`src/rtl/crd_pkg.sv`:
```
// ----------------------------------------------------------------------------
// crd_pkg
// Shared constants, types and the byte-wide CRC-32 update for the checked
// record decoder.
// ----------------------------------------------------------------------------
package crd_pkg;

  localparam int SCORE_SLOTS  = 12;
  localparam int RECORD_BYTES = 64;

  localparam int POS_W  = $clog2(RECORD_BYTES);
  localparam int SLOT_W = 4;
  localparam int VOL_W  = 4;
  localparam int RAM_AW = SLOT_W + 1;
  localparam int ADDR_W = 3;
  localparam int DATA_W = 32;

  localparam logic [31:0] CRC_POLY = 32'hEDB88320;
  localparam logic [31:0] CRC_INIT = 32'hFFFFFFFF;

  localparam logic [POS_W-1:0] CRC_SPAN   = POS_W'(60);
  localparam logic [POS_W-1:0] SCORE_BASE = POS_W'(9);
  localparam logic [POS_W-1:0] SCORE_END  = POS_W'(9 + 4 * SCORE_SLOTS);
  localparam logic [POS_W-1:0] LAST_POS   = POS_W'(RECORD_BYTES - 1);
  localparam logic [POS_W-1:0] POS_VER    = POS_W'(4);
  localparam logic [POS_W-1:0] POS_MUSIC  = POS_W'(6);
  localparam logic [POS_W-1:0] POS_SOUND  = POS_W'(7);
  localparam logic [POS_W-1:0] POS_VOLUME = POS_W'(8);

  localparam logic [7:0]        VOLUME_MAX = 8'd10;
  localparam logic [SLOT_W-1:0] LAST_SLOT  = SLOT_W'(SCORE_SLOTS - 1);

  // Register indexes, decoded from paddr[2].
  localparam logic REG_MAGIC   = 1'b0;
  localparam logic REG_VERSION = 1'b1;

  typedef struct packed {
    logic [31:0] magic;
    logic [15:0] version;
  } cfg_t;

  // Header fields of one finished record, handed to the result drain.
  typedef struct packed {
    logic             ok;
    logic             music;
    logic             sound;
    logic [VOL_W-1:0] volume;
    logic             bank;
  } record_sum_t;

  function automatic logic [31:0] crc_byte(input logic [31:0] crc_in,
                                           input logic [7:0]  b);
    logic [31:0] c;
    c = crc_in ^ {24'd0, b};
    for (int k = 0; k < 8; k++) begin
      c = c[0] ? ((c >> 1) ^ CRC_POLY) : (c >> 1);
    end
    return c;
  endfunction

endpackage

```
`src/rtl/crd_byte_if.sv`:
```
// ----------------------------------------------------------------------------
// crd_byte_if
// Byte stream channel: one record byte per transfer.
// ----------------------------------------------------------------------------
interface crd_byte_if;
  logic       valid;
  logic       ready;
  logic [7:0] data_byte;

  modport source (output valid, output data_byte, input ready);
  modport sink (input valid, input data_byte, output ready);
  modport monitor (input valid, input data_byte, input ready);
endinterface

```
`src/rtl/crd_result_if.sv`:
```
// ----------------------------------------------------------------------------
// crd_result_if
// Result channel: one decoded score slot per transfer.
// ----------------------------------------------------------------------------
interface crd_result_if;
  logic                             valid;
  logic                             ready;
  logic                             record_ok;
  logic                             music_en;
  logic                             sound_en;
  logic [crd_pkg::VOL_W-1:0]        volume;
  logic [crd_pkg::SLOT_W-1:0]       slot;
  logic signed [31:0]               score;
  logic                             last_of_run;

  modport source (output valid, output record_ok, output music_en, output sound_en,
                  output volume, output slot, output score, output last_of_run,
                  input ready);
  modport sink (input valid, input record_ok, input music_en, input sound_en,
                input volume, input slot, input score, input last_of_run,
                output ready);
  modport monitor (input valid, input record_ok, input music_en, input sound_en,
                   input volume, input slot, input score, input last_of_run,
                   input ready);
endinterface

```
`src/rtl/checked_record_decoder.sv`:
```
// ----------------------------------------------------------------------------
// checked_record_decoder
// Decodes CRC-checked 64-byte settings records into per-slot score results.
// ----------------------------------------------------------------------------
// Bytes are taken one per cycle with no gaps needed. After the 64th byte of a
// record the block delivers 12 results, one per cycle while the sink is
// ready, read from a double-banked score RAM through its single read port.
// The next record's bytes stream in meanwhile; only its final byte is held
// off while results of the previous record are still waiting. There is no
// clearing pass after reset. The expected magic and version registers sit at
// byte addresses 0 and 4.
module checked_record_decoder (
  input  logic                       clk,
  input  logic                       rst,
  crd_byte_if.sink                   byte_stream,
  crd_result_if.source               results,
  input  logic                       psel,
  input  logic                       penable,
  input  logic                       pwrite,
  input  logic [crd_pkg::ADDR_W-1:0] paddr,
  input  logic [31:0]                pwdata,
  output logic [31:0]                prdata,
  output logic                       pready
);

  crd_pkg::cfg_t                cfg;
  crd_pkg::record_sum_t         summary;
  logic                         start;
  logic                         drain_busy;
  logic                         wr_en;
  logic [crd_pkg::RAM_AW-1:0]   wr_addr;
  logic [31:0]                  wr_data;
  logic                         rd_en;
  logic [crd_pkg::RAM_AW-1:0]   rd_addr;
  logic [31:0]                  rd_data;

  crd_cfg u_cfg (
    .clk     (clk),
    .rst     (rst),
    .psel    (psel),
    .penable (penable),
    .pwrite  (pwrite),
    .paddr   (paddr),
    .pwdata  (pwdata),
    .prdata  (prdata),
    .pready  (pready),
    .cfg     (cfg)
  );

  crd_front u_front (
    .clk         (clk),
    .rst         (rst),
    .byte_stream (byte_stream),
    .cfg         (cfg),
    .drain_busy  (drain_busy),
    .wr_en       (wr_en),
    .wr_addr     (wr_addr),
    .wr_data     (wr_data),
    .start       (start),
    .summary     (summary)
  );

  crd_score_ram #(
    .AW (crd_pkg::RAM_AW),
    .DW (crd_pkg::DATA_W)
  ) u_ram (
    .clk   (clk),
    .we    (wr_en),
    .waddr (wr_addr),
    .wdata (wr_data),
    .re    (rd_en),
    .raddr (rd_addr),
    .rdata (rd_data)
  );

  crd_drain u_drain (
    .clk     (clk),
    .rst     (rst),
    .start   (start),
    .summary (summary),
    .busy    (drain_busy),
    .rd_en   (rd_en),
    .rd_addr (rd_addr),
    .rd_data (rd_data),
    .results (results)
  );

endmodule

```
`src/rtl/crd_score_ram.sv`:
```
// ----------------------------------------------------------------------------
// crd_score_ram
// Simple dual-port RAM: one write port, one read port with registered data.
// ----------------------------------------------------------------------------
module crd_score_ram #(
  parameter int AW = 5,
  parameter int DW = 32
) (
  input  logic          clk,
  input  logic          we,
  input  logic [AW-1:0] waddr,
  input  logic [DW-1:0] wdata,
  input  logic          re,
  input  logic [AW-1:0] raddr,
  output logic [DW-1:0] rdata
);

  logic [DW-1:0] mem [2**AW];

  always_ff @(posedge clk) begin
    if (we) begin
      mem[waddr] <= wdata;
    end
  end

  // Read data holds when no read is issued.
  always_ff @(posedge clk) begin
    if (re) begin
      rdata <= mem[raddr];
    end
  end

endmodule

```
`src/rtl/crd_cfg.sv`:
```
// ----------------------------------------------------------------------------
// crd_cfg
// APB register file holding the expected magic word and format version.
// ----------------------------------------------------------------------------
module crd_cfg (
  input  logic                       clk,
  input  logic                       rst,
  input  logic                       psel,
  input  logic                       penable,
  input  logic                       pwrite,
  input  logic [crd_pkg::ADDR_W-1:0] paddr,
  input  logic [31:0]                pwdata,
  output logic [31:0]                prdata,
  output logic                       pready,
  output crd_pkg::cfg_t              cfg
);

  logic wr;

  assign pready = 1'b1;
  assign wr     = psel && penable && pwrite;

  always_ff @(posedge clk) begin
    if (rst) begin
      cfg <= '0;
    end else if (wr) begin
      unique case (paddr[2])
        crd_pkg::REG_MAGIC:   cfg.magic   <= pwdata;
        crd_pkg::REG_VERSION: cfg.version <= pwdata[15:0];
        default: ;
      endcase
    end
  end

  always_comb begin
    unique case (paddr[2])
      crd_pkg::REG_MAGIC:   prdata = cfg.magic;
      crd_pkg::REG_VERSION: prdata = {16'd0, cfg.version};
      default:              prdata = '0;
    endcase
  end

endmodule

```
`src/rtl/crd_front.sv`:
```
// ----------------------------------------------------------------------------
// crd_front
// Byte parser: tracks the position in the record, runs the CRC, captures
// the header and writes each completed score word into the score RAM.
// ----------------------------------------------------------------------------
module crd_front (
  input  logic                         clk,
  input  logic                         rst,
  crd_byte_if.sink                     byte_stream,
  input  crd_pkg::cfg_t                cfg,
  input  logic                         drain_busy,
  output logic                         wr_en,
  output logic [crd_pkg::RAM_AW-1:0]   wr_addr,
  output logic [31:0]                  wr_data,
  output logic                         start,
  output crd_pkg::record_sum_t         summary
);

  logic [crd_pkg::POS_W-1:0] pos;
  logic [crd_pkg::POS_W-1:0] rel;
  logic [31:0]               crc;
  logic [31:0]               magic;
  logic [15:0]               version;
  logic [23:0]               check_sr;
  logic [23:0]               score_sr;
  logic [1:0]                flags;
  logic [7:0]                raw_vol;
  logic                      bank;
  logic                      accept;
  logic                      in_scores;
  logic                      ok;
  logic [crd_pkg::VOL_W-1:0] vol_clamped;
  logic [7:0]                b;

  assign b = byte_stream.data_byte;

  // The final byte of a record waits until the previous record's results
  // have all gone out, since it hands a new summary to the drain.
  assign byte_stream.ready = !(pos == crd_pkg::LAST_POS && drain_busy);
  assign accept            = byte_stream.valid && byte_stream.ready;

  assign rel       = pos - crd_pkg::SCORE_BASE;
  assign in_scores = (pos >= crd_pkg::SCORE_BASE) && (pos < crd_pkg::SCORE_END);

  // A score word is complete on its fourth byte; it is written whole.
  assign wr_en   = accept && in_scores && (rel[1:0] == 2'b11);
  assign wr_addr = {bank, rel[2 +: crd_pkg::SLOT_W]};
  assign wr_data = {score_sr, b};

  assign ok = (magic == cfg.magic) && (version == cfg.version) &&
              ({check_sr, b} == ~crc);
  assign vol_clamped = (raw_vol > crd_pkg::VOLUME_MAX) ?
                       crd_pkg::VOL_W'(crd_pkg::VOLUME_MAX) : raw_vol[crd_pkg::VOL_W-1:0];

  assign start          = accept && (pos == crd_pkg::LAST_POS);
  assign summary.ok     = ok;
  assign summary.music  = ok && flags[0];
  assign summary.sound  = ok && flags[1];
  assign summary.volume = ok ? vol_clamped : '0;
  assign summary.bank   = bank;

  always_ff @(posedge clk) begin
    if (rst) begin
      pos  <= '0;
      crc  <= crd_pkg::CRC_INIT;
      bank <= 1'b0;
    end else if (accept) begin
      if (pos == crd_pkg::LAST_POS) begin
        pos  <= '0;
        crc  <= crd_pkg::CRC_INIT;
        bank <= !bank;
      end else begin
        pos <= pos + 1'b1;
        if (pos < crd_pkg::CRC_SPAN) begin
          crc <= crd_pkg::crc_byte(crc, b);
        end
      end
    end
  end

  always_ff @(posedge clk) begin
    if (accept) begin
      if (pos < crd_pkg::POS_VER) begin
        magic <= {magic[23:0], b};
      end else if (pos < crd_pkg::POS_MUSIC) begin
        version <= {version[7:0], b};
      end else if (pos == crd_pkg::POS_MUSIC) begin
        flags[0] <= (b != 8'd0);
      end else if (pos == crd_pkg::POS_SOUND) begin
        flags[1] <= (b != 8'd0);
      end else if (pos == crd_pkg::POS_VOLUME) begin
        raw_vol <= b;
      end else if (in_scores) begin
        score_sr <= {score_sr[15:0], b};
      end else if (pos >= crd_pkg::CRC_SPAN) begin
        check_sr <= {check_sr[15:0], b};
      end
    end
  end

endmodule

```
`src/rtl/crd_drain.sv`:
```
// ----------------------------------------------------------------------------
// crd_drain
// Result sequencer: reads the score slots of a finished record from the
// score RAM and presents one result per slot.
// ----------------------------------------------------------------------------
module crd_drain (
  input  logic                         clk,
  input  logic                         rst,
  input  logic                         start,
  input  crd_pkg::record_sum_t         summary,
  output logic                         busy,
  output logic                         rd_en,
  output logic [crd_pkg::RAM_AW-1:0]   rd_addr,
  input  logic [31:0]                  rd_data,
  crd_result_if.source                 results
);

  crd_pkg::record_sum_t       sum;
  logic                       active;
  logic [crd_pkg::SLOT_W-1:0] rd_slot;
  logic                       out_valid;
  logic [crd_pkg::SLOT_W-1:0] out_slot;
  logic                       out_last;

  // The RAM read data register doubles as the score output register, so a
  // read is issued only when the shown result leaves or none is shown.
  assign rd_en   = active && (!out_valid || results.ready);
  assign rd_addr = {sum.bank, rd_slot};
  assign busy    = active || out_valid;

  always_ff @(posedge clk) begin
    if (rst) begin
      active    <= 1'b0;
      out_valid <= 1'b0;
    end else begin
      if (start) begin
        active  <= 1'b1;
        rd_slot <= '0;
        sum     <= summary;
      end else if (rd_en) begin
        rd_slot <= rd_slot + 1'b1;
        if (rd_slot == crd_pkg::LAST_SLOT) begin
          active <= 1'b0;
        end
      end
      if (rd_en) begin
        out_valid <= 1'b1;
        out_slot  <= rd_slot;
        out_last  <= (rd_slot == crd_pkg::LAST_SLOT);
      end else if (results.ready) begin
        out_valid <= 1'b0;
      end
    end
  end

  assign results.valid       = out_valid;
  assign results.record_ok   = sum.ok;
  assign results.music_en    = sum.music;
  assign results.sound_en    = sum.sound;
  assign results.volume      = sum.volume;
  assign results.slot        = out_slot;
  assign results.score       = sum.ok ? rd_data : 32'd0;
  assign results.last_of_run = out_last;

endmodule

```
`src/flat_wrapper.sv`:
```
// flat-port wrapper written by rule: the top's interface ports become plain ports
module checked_record_decoder_flat 
  (clk, rst, psel, penable, pwrite, paddr, pwdata, prdata, pready, byte_stream_valid, byte_stream_data_byte, byte_stream_ready, results_valid, results_record_ok, results_music_en, results_sound_en, results_volume, results_slot, results_score, results_last_of_run, results_ready);
  crd_byte_if byte_stream_i ();
  crd_result_if results_i ();
  input  logic clk;
  input  logic rst;
  input  logic psel;
  input  logic penable;
  input  logic pwrite;
  input  logic [crd_pkg::ADDR_W-1:0] paddr;
  input  logic [31:0] pwdata;
  output logic [31:0] prdata;
  output logic pready;
  input wire logic [$bits(byte_stream_i.valid)-1:0] byte_stream_valid;
  input wire logic [$bits(byte_stream_i.data_byte)-1:0] byte_stream_data_byte;
  output wire logic [$bits(byte_stream_i.ready)-1:0] byte_stream_ready;
  output wire logic [$bits(results_i.valid)-1:0] results_valid;
  output wire logic [$bits(results_i.record_ok)-1:0] results_record_ok;
  output wire logic [$bits(results_i.music_en)-1:0] results_music_en;
  output wire logic [$bits(results_i.sound_en)-1:0] results_sound_en;
  output wire logic [$bits(results_i.volume)-1:0] results_volume;
  output wire logic [$bits(results_i.slot)-1:0] results_slot;
  output wire logic [$bits(results_i.score)-1:0] results_score;
  output wire logic [$bits(results_i.last_of_run)-1:0] results_last_of_run;
  input wire logic [$bits(results_i.ready)-1:0] results_ready;
  assign byte_stream_i.valid = byte_stream_valid;
  assign byte_stream_i.data_byte = byte_stream_data_byte;
  assign byte_stream_ready = byte_stream_i.ready;
  assign results_valid = results_i.valid;
  assign results_record_ok = results_i.record_ok;
  assign results_music_en = results_i.music_en;
  assign results_sound_en = results_i.sound_en;
  assign results_volume = results_i.volume;
  assign results_slot = results_i.slot;
  assign results_score = results_i.score;
  assign results_last_of_run = results_i.last_of_run;
  assign results_i.ready = results_ready;
  checked_record_decoder u_core (.clk(clk), .rst(rst), .byte_stream(byte_stream_i), .results(results_i), .psel(psel), .penable(penable), .pwrite(pwrite), .paddr(paddr), .pwdata(pwdata), .prdata(prdata), .pready(pready));
endmodule
```
`config.mk`:
```
export PLATFORM = sky130hd
export DESIGN_NAME = checked_record_decoder_flat
export DESIGN_NICKNAME = d
export VERILOG_FILES = /design/src/rtl/crd_pkg.sv /design/src/rtl/crd_byte_if.sv /design/src/rtl/crd_result_if.sv /design/src/rtl/checked_record_decoder.sv /design/src/rtl/crd_score_ram.sv /design/src/rtl/crd_cfg.sv /design/src/rtl/crd_front.sv /design/src/rtl/crd_drain.sv /design/src/flat_wrapper.sv
export SDC_FILE = /design/constraint.sdc
export NUM_CORES = 1
export LEC_CHECK = 0
export BUFFER_PORTS_ARGS = -buffer_cell sky130_fd_sc_hd__buf_2
export CAP_MARGIN = 15
export CORE_MARGIN = 5
export CORE_UTILIZATION = 30
export CTS_BUF_LIST = sky130_fd_sc_hd__clkbuf_4 sky130_fd_sc_hd__clkbuf_8
export DETAILED_ROUTE_END_ITERATION = 6
export GPL_TIMING_DRIVEN = 0
export PLACE_DENSITY = 0.49
export SLEW_MARGIN = 20
export SYNTH_ARGS = -nofsm -noshare
export SYNTH_HDL_FRONTEND = slang
export SYNTH_SLANG_ARGS = --single-unit
```
`constraint.sdc`:
```
create_clock -name clk -period 7.4 [get_ports clk]
set_input_delay 0 -clock clk [delete_from_list [all_inputs] [get_ports clk]]
set_output_delay 0 -clock clk [all_outputs]
set_load 0.005 [all_outputs]
```
==> summary.md <==
| Metric | Value |
|---|---|
| Post-CTS setup buffers | 0 |
| Crit path required time | 7.98 ns |
| Post-synthesis sequential area ratio | 0.754 |
| Clock Latency Late Sink | 0.90 ns |
| VDD IR max | 0.000196 V |
| Cell Pwr Density | 254 nW/um^2 |
| Die W | 416 microns |
| Hold Path Origin | results_ready |
| Worst path cell trace | clkbuf_1 -> nor2_1 -> nor2_1 -> nand2_1 -> a211o_1 -> nor4b_2 -> buf_4 -> buf_2 -> buf_4 -> buf_2 -> buf_2 |
| Most frequent cell on the critical path | buf_2 |
| Async set or reset register ratio after synthesis | 0 |
| FF-to-FF path depth | 11 |
| Synth Area per Inst | 20.0 sq um |
| Post-synthesis register bit count | 1268 |
| First DRT Iteration DRCs | 2144 |
| Hold Path Depth | 5 |
| Clk sink count | 1268 |
| CTS hold repair buffers | 107 |
| Rows | 148 |
| Share of layout cells above drive strength 1 | 0.271 |
| Mapped Area | 49300 sq um |
| Detail Route Antenna Nets | 0 |
| Hold path endpoint | u_core.u_drain.results.valid |
| Gr ovfl total | 0 |
| RSZ-0062 raised after global routing | false |
| Crit path time final | 3.83 ns |
| Worst setup margin | 3.57 ns |
| Clock Tree Root | clkbuf_8 |
| Final Power | 15.2 mW |
| Vias per inst | 4.71 |
| Remaining DRCs | 0 |
| Area growth, synth to finish | 21.3% |
| Initial antenna violation count | 4 |
| Critical Path Source Type | flop |
| Critical Path AT | 4.41 ns |
| Setup slack, reg-to-reg | 3.57 ns |
| Clock slew at reported path FFs | 0.06 ns |
| Synthesized instance count | 2473 |
| FF-to-FF End | u_core.u_ram.mem[31][18] |
| PortBufs | 123 |
| Ys flop type | edfxtp_1 |
| Total Wirelength | 131000 microns |
| Max_cap viols | 0 |
| Avg WL per Cell | 23.9 microns |
| DIE AREA | 173000 sq um |
| Max Slew Vio Count | 0 |
| Critical path peak fanout | 10 |
| Final Hold Fails | 0 |
| Post-synth EDFFs | 1179 |
| Vias in the first global route | 26676 |
| Initial Util | 0.302 |
| Cts repair resizes | 0 |
| Worst R2R Start | u_core.u_front.pos[4] |
| Yosys warns | 0 |
| Critical Path Max Stage Delay | 0.74 ns |
| Fin nets | 3186 |
| Io pins | 129 |
| Pre-CTS setup slack | 3.52 ns |
| GRT Util Overall | 0.149 |
| Slew @ Worst Pin | 1.14 ns |
| Filler instances | 15161 |
| GPL Wtd Cong | 0.790 |
| Status | finished clean |
| Core Footprint | 163000 sq um |
| Largest net degree at the start of global routing | 40 |
| HPWL after detailed placement | 87800 microns |
| Cell family with most CP delay | buffers and inverters |
| Critical path endpoint category | flop |
| Post-route clock period utilization | 0.517 |
| Netlist cell types | 57 |
| Slew margin rel. | 0.238 |
| Hold WC Path Type | in -> reg |
| CP max-delay cell | nor4b_2 |
| CTS tree | built |
| Crit Path Category | reg -> reg |
| Max clock buf depth | 3 |
| DR pass1 iterations | 5 |
| Buffers and inverters on the worst path | 6 |
| Max frequency | 0.261 GHz |
| Level count of the clock H-tree | 4 |
| Leak | 19.9 nW |
| Final setup violation count | 0 |
| Setup Skew | 0.0377 ns |
| First-pass GRT wire length | 190000 microns |
| TritonCTS Buffers | 207 |
| Chip height | 416 microns |
| Via Count | 25787 |
cells in the mapped netlist, types with 16 or more instances:
master / number / share of area
nand2_1: 114 / 0.0087
and2_1: 34 / 0.0043
buf_2: 37 / 0.0038
a22o_1: 33 / 0.0059
a221oi_1: 33 / 0.0059
inv_1: 19 / 0.0014
mux2i_1: 65 / 0.013
nor2b_1: 16 / 0.0020
dfxtp_1: 89 / 0.036
a21oi_1: 95 / 0.0096
xor2_1: 41 / 0.0073
nand2b_1: 27 / 0.0034
nor2_1: 57 / 0.0043
nor3_1: 17 / 0.0017
nand3_1: 16 / 0.0016
clkbuf_1: 83 / 0.0063
edfxtp_1: 1179 / 0.72
mux4_2: 256 / 0.12
xnor2_1: 61 / 0.011
a22oi_1: 33 / 0.0050
nor4_1: 17 / 0.0022
power breakdown:
part | internal (mW) | switching (mW) | leakage (nW)
sequential | 7.88 | 0.115 | 11.4
clock | 3.14 | 2.85 | 2.14
combinational | 0.680 | 0.556 | 6.34
layout make-up:
| type | count | area, sq um | share of cell area |
|---|---|---|---|
| Antenna cell | 3 | 7.51 | 0.000125 |
| Buffer | 134 | 557 | 0.00930 |
| Clock inverter | 104 | 631 | 0.0105 |
| Multi-Input combinational cell | 1179 | 12200 | 0.204 |
| Timing Repair Buffer | 321 | 3060 | 0.0511 |
| Sequential cell | 1268 | 37200 | 0.621 |
| Clock buffer | 275 | 3400 | 0.0569 |
| Inverter | 19 | 71.3 | 0.00119 |
| Tap cell | 2175 | 2720 | 0.0455 |
worst min-delay path: stages:
cell and delay [ns]:
dlygate4sd3_1 0.52, buf_2 0.17, nor2b_1 0.08, nor2_1 0.08
nor2_1 0.04
per-layer routing:
metal | wire length, microns | track usage | vias to the layer above
li1 | - | - | 11271
met1 | 59000 | 0.210 | 13530
met2 | 61700 | 0.237 | 774
met3 | 6980 | 0.0277 | 212
met4 | 3230 | 0.0441 | 0
met5 | 0 | 0 | -
sequential cells by signal, summed over array words and instances, names as in the netlist, 2 cells and up:
signal                         count
u_core.u_cfg.cfg                  48
u_core.u_drain.rd_slot             4
u_core.u_drain.results.slot        4
u_core.u_drain.results.volume      4
u_core.u_front.check_sr           24
u_core.u_front.crc                32
u_core.u_front.flags               2
u_core.u_front.magic              32
u_core.u_front.pos                 6
u_core.u_front.raw_vol             8
u_core.u_front.score_sr           24
u_core.u_front.version            16
u_core.u_ram.mem                1024
u_core.u_ram.rdata                32
cells by family after synthesis:
logic type,synth area share
other,0.000152
AOI/OAI and AO/OA,0.0334
muxes,0.133
xor gates and xnor gates,0.0317
adders and majority gates,0.00152
buffers and inverters,0.0127
DFF,0.754
and+or+nand+nor,0.0333
placed cells by master (no fill, tap or decap), types with 34 or more instances in the layout:
cell           instances
edfxtp_1            1179
clkbuf_1              83
xor2_1                41
nand2_1              114
mux2i_1               65
xnor2_1               61
mux4_2               256
a21oi_1               95
buf_2                184
clkinv_1              58
dlygate4sd3_1        107
and2_1                34
conb_1               129
clkbuf_4              61
dfxtp_1               89
clkbuf_8             214
through the flow:
step	utilization	hold slack (ns)	TNS, ns	std cells	cell area, sq um
after floorplan	-	0.0989	0	2600	49800
after global placement	0.326	0.251	-350.02	4898	53200
after detailed placement	0.335	0.249	0	4978	54600
after CTS	0.366	0.00488	0	5464	59700
after global routing	0.367	0.0732	0	5478	59900
final	0.367	0.0498	0	5478	59900
worst max path at each step:
stage / from / to / slack (ns) / cells after the start
2_1_floorplan: u_core.u_front.pos[4] / u_core.u_ram.mem[29][0] / 2.22 / 6
3_3_place_gp: u_core.u_front.pos[4] / u_core.u_ram.mem[29][18] / -3.24 / 6
3_5_place_dp: u_core.u_drain.rd_slot[1] / u_core.u_ram.rdata[23] / 3.52 / 7
4_1_cts: u_core.u_drain.rd_slot[1] / u_core.u_ram.rdata[23] / 3.49 / 7
5_1_grt: u_core.u_front.pos[4] / u_core.u_ram.mem[31][18] / 3.36 / 11
6_report: u_core.u_front.pos[4] / u_core.u_ram.mem[31][18] / 3.57 / 11
Power figures use the tool's default switching activity.
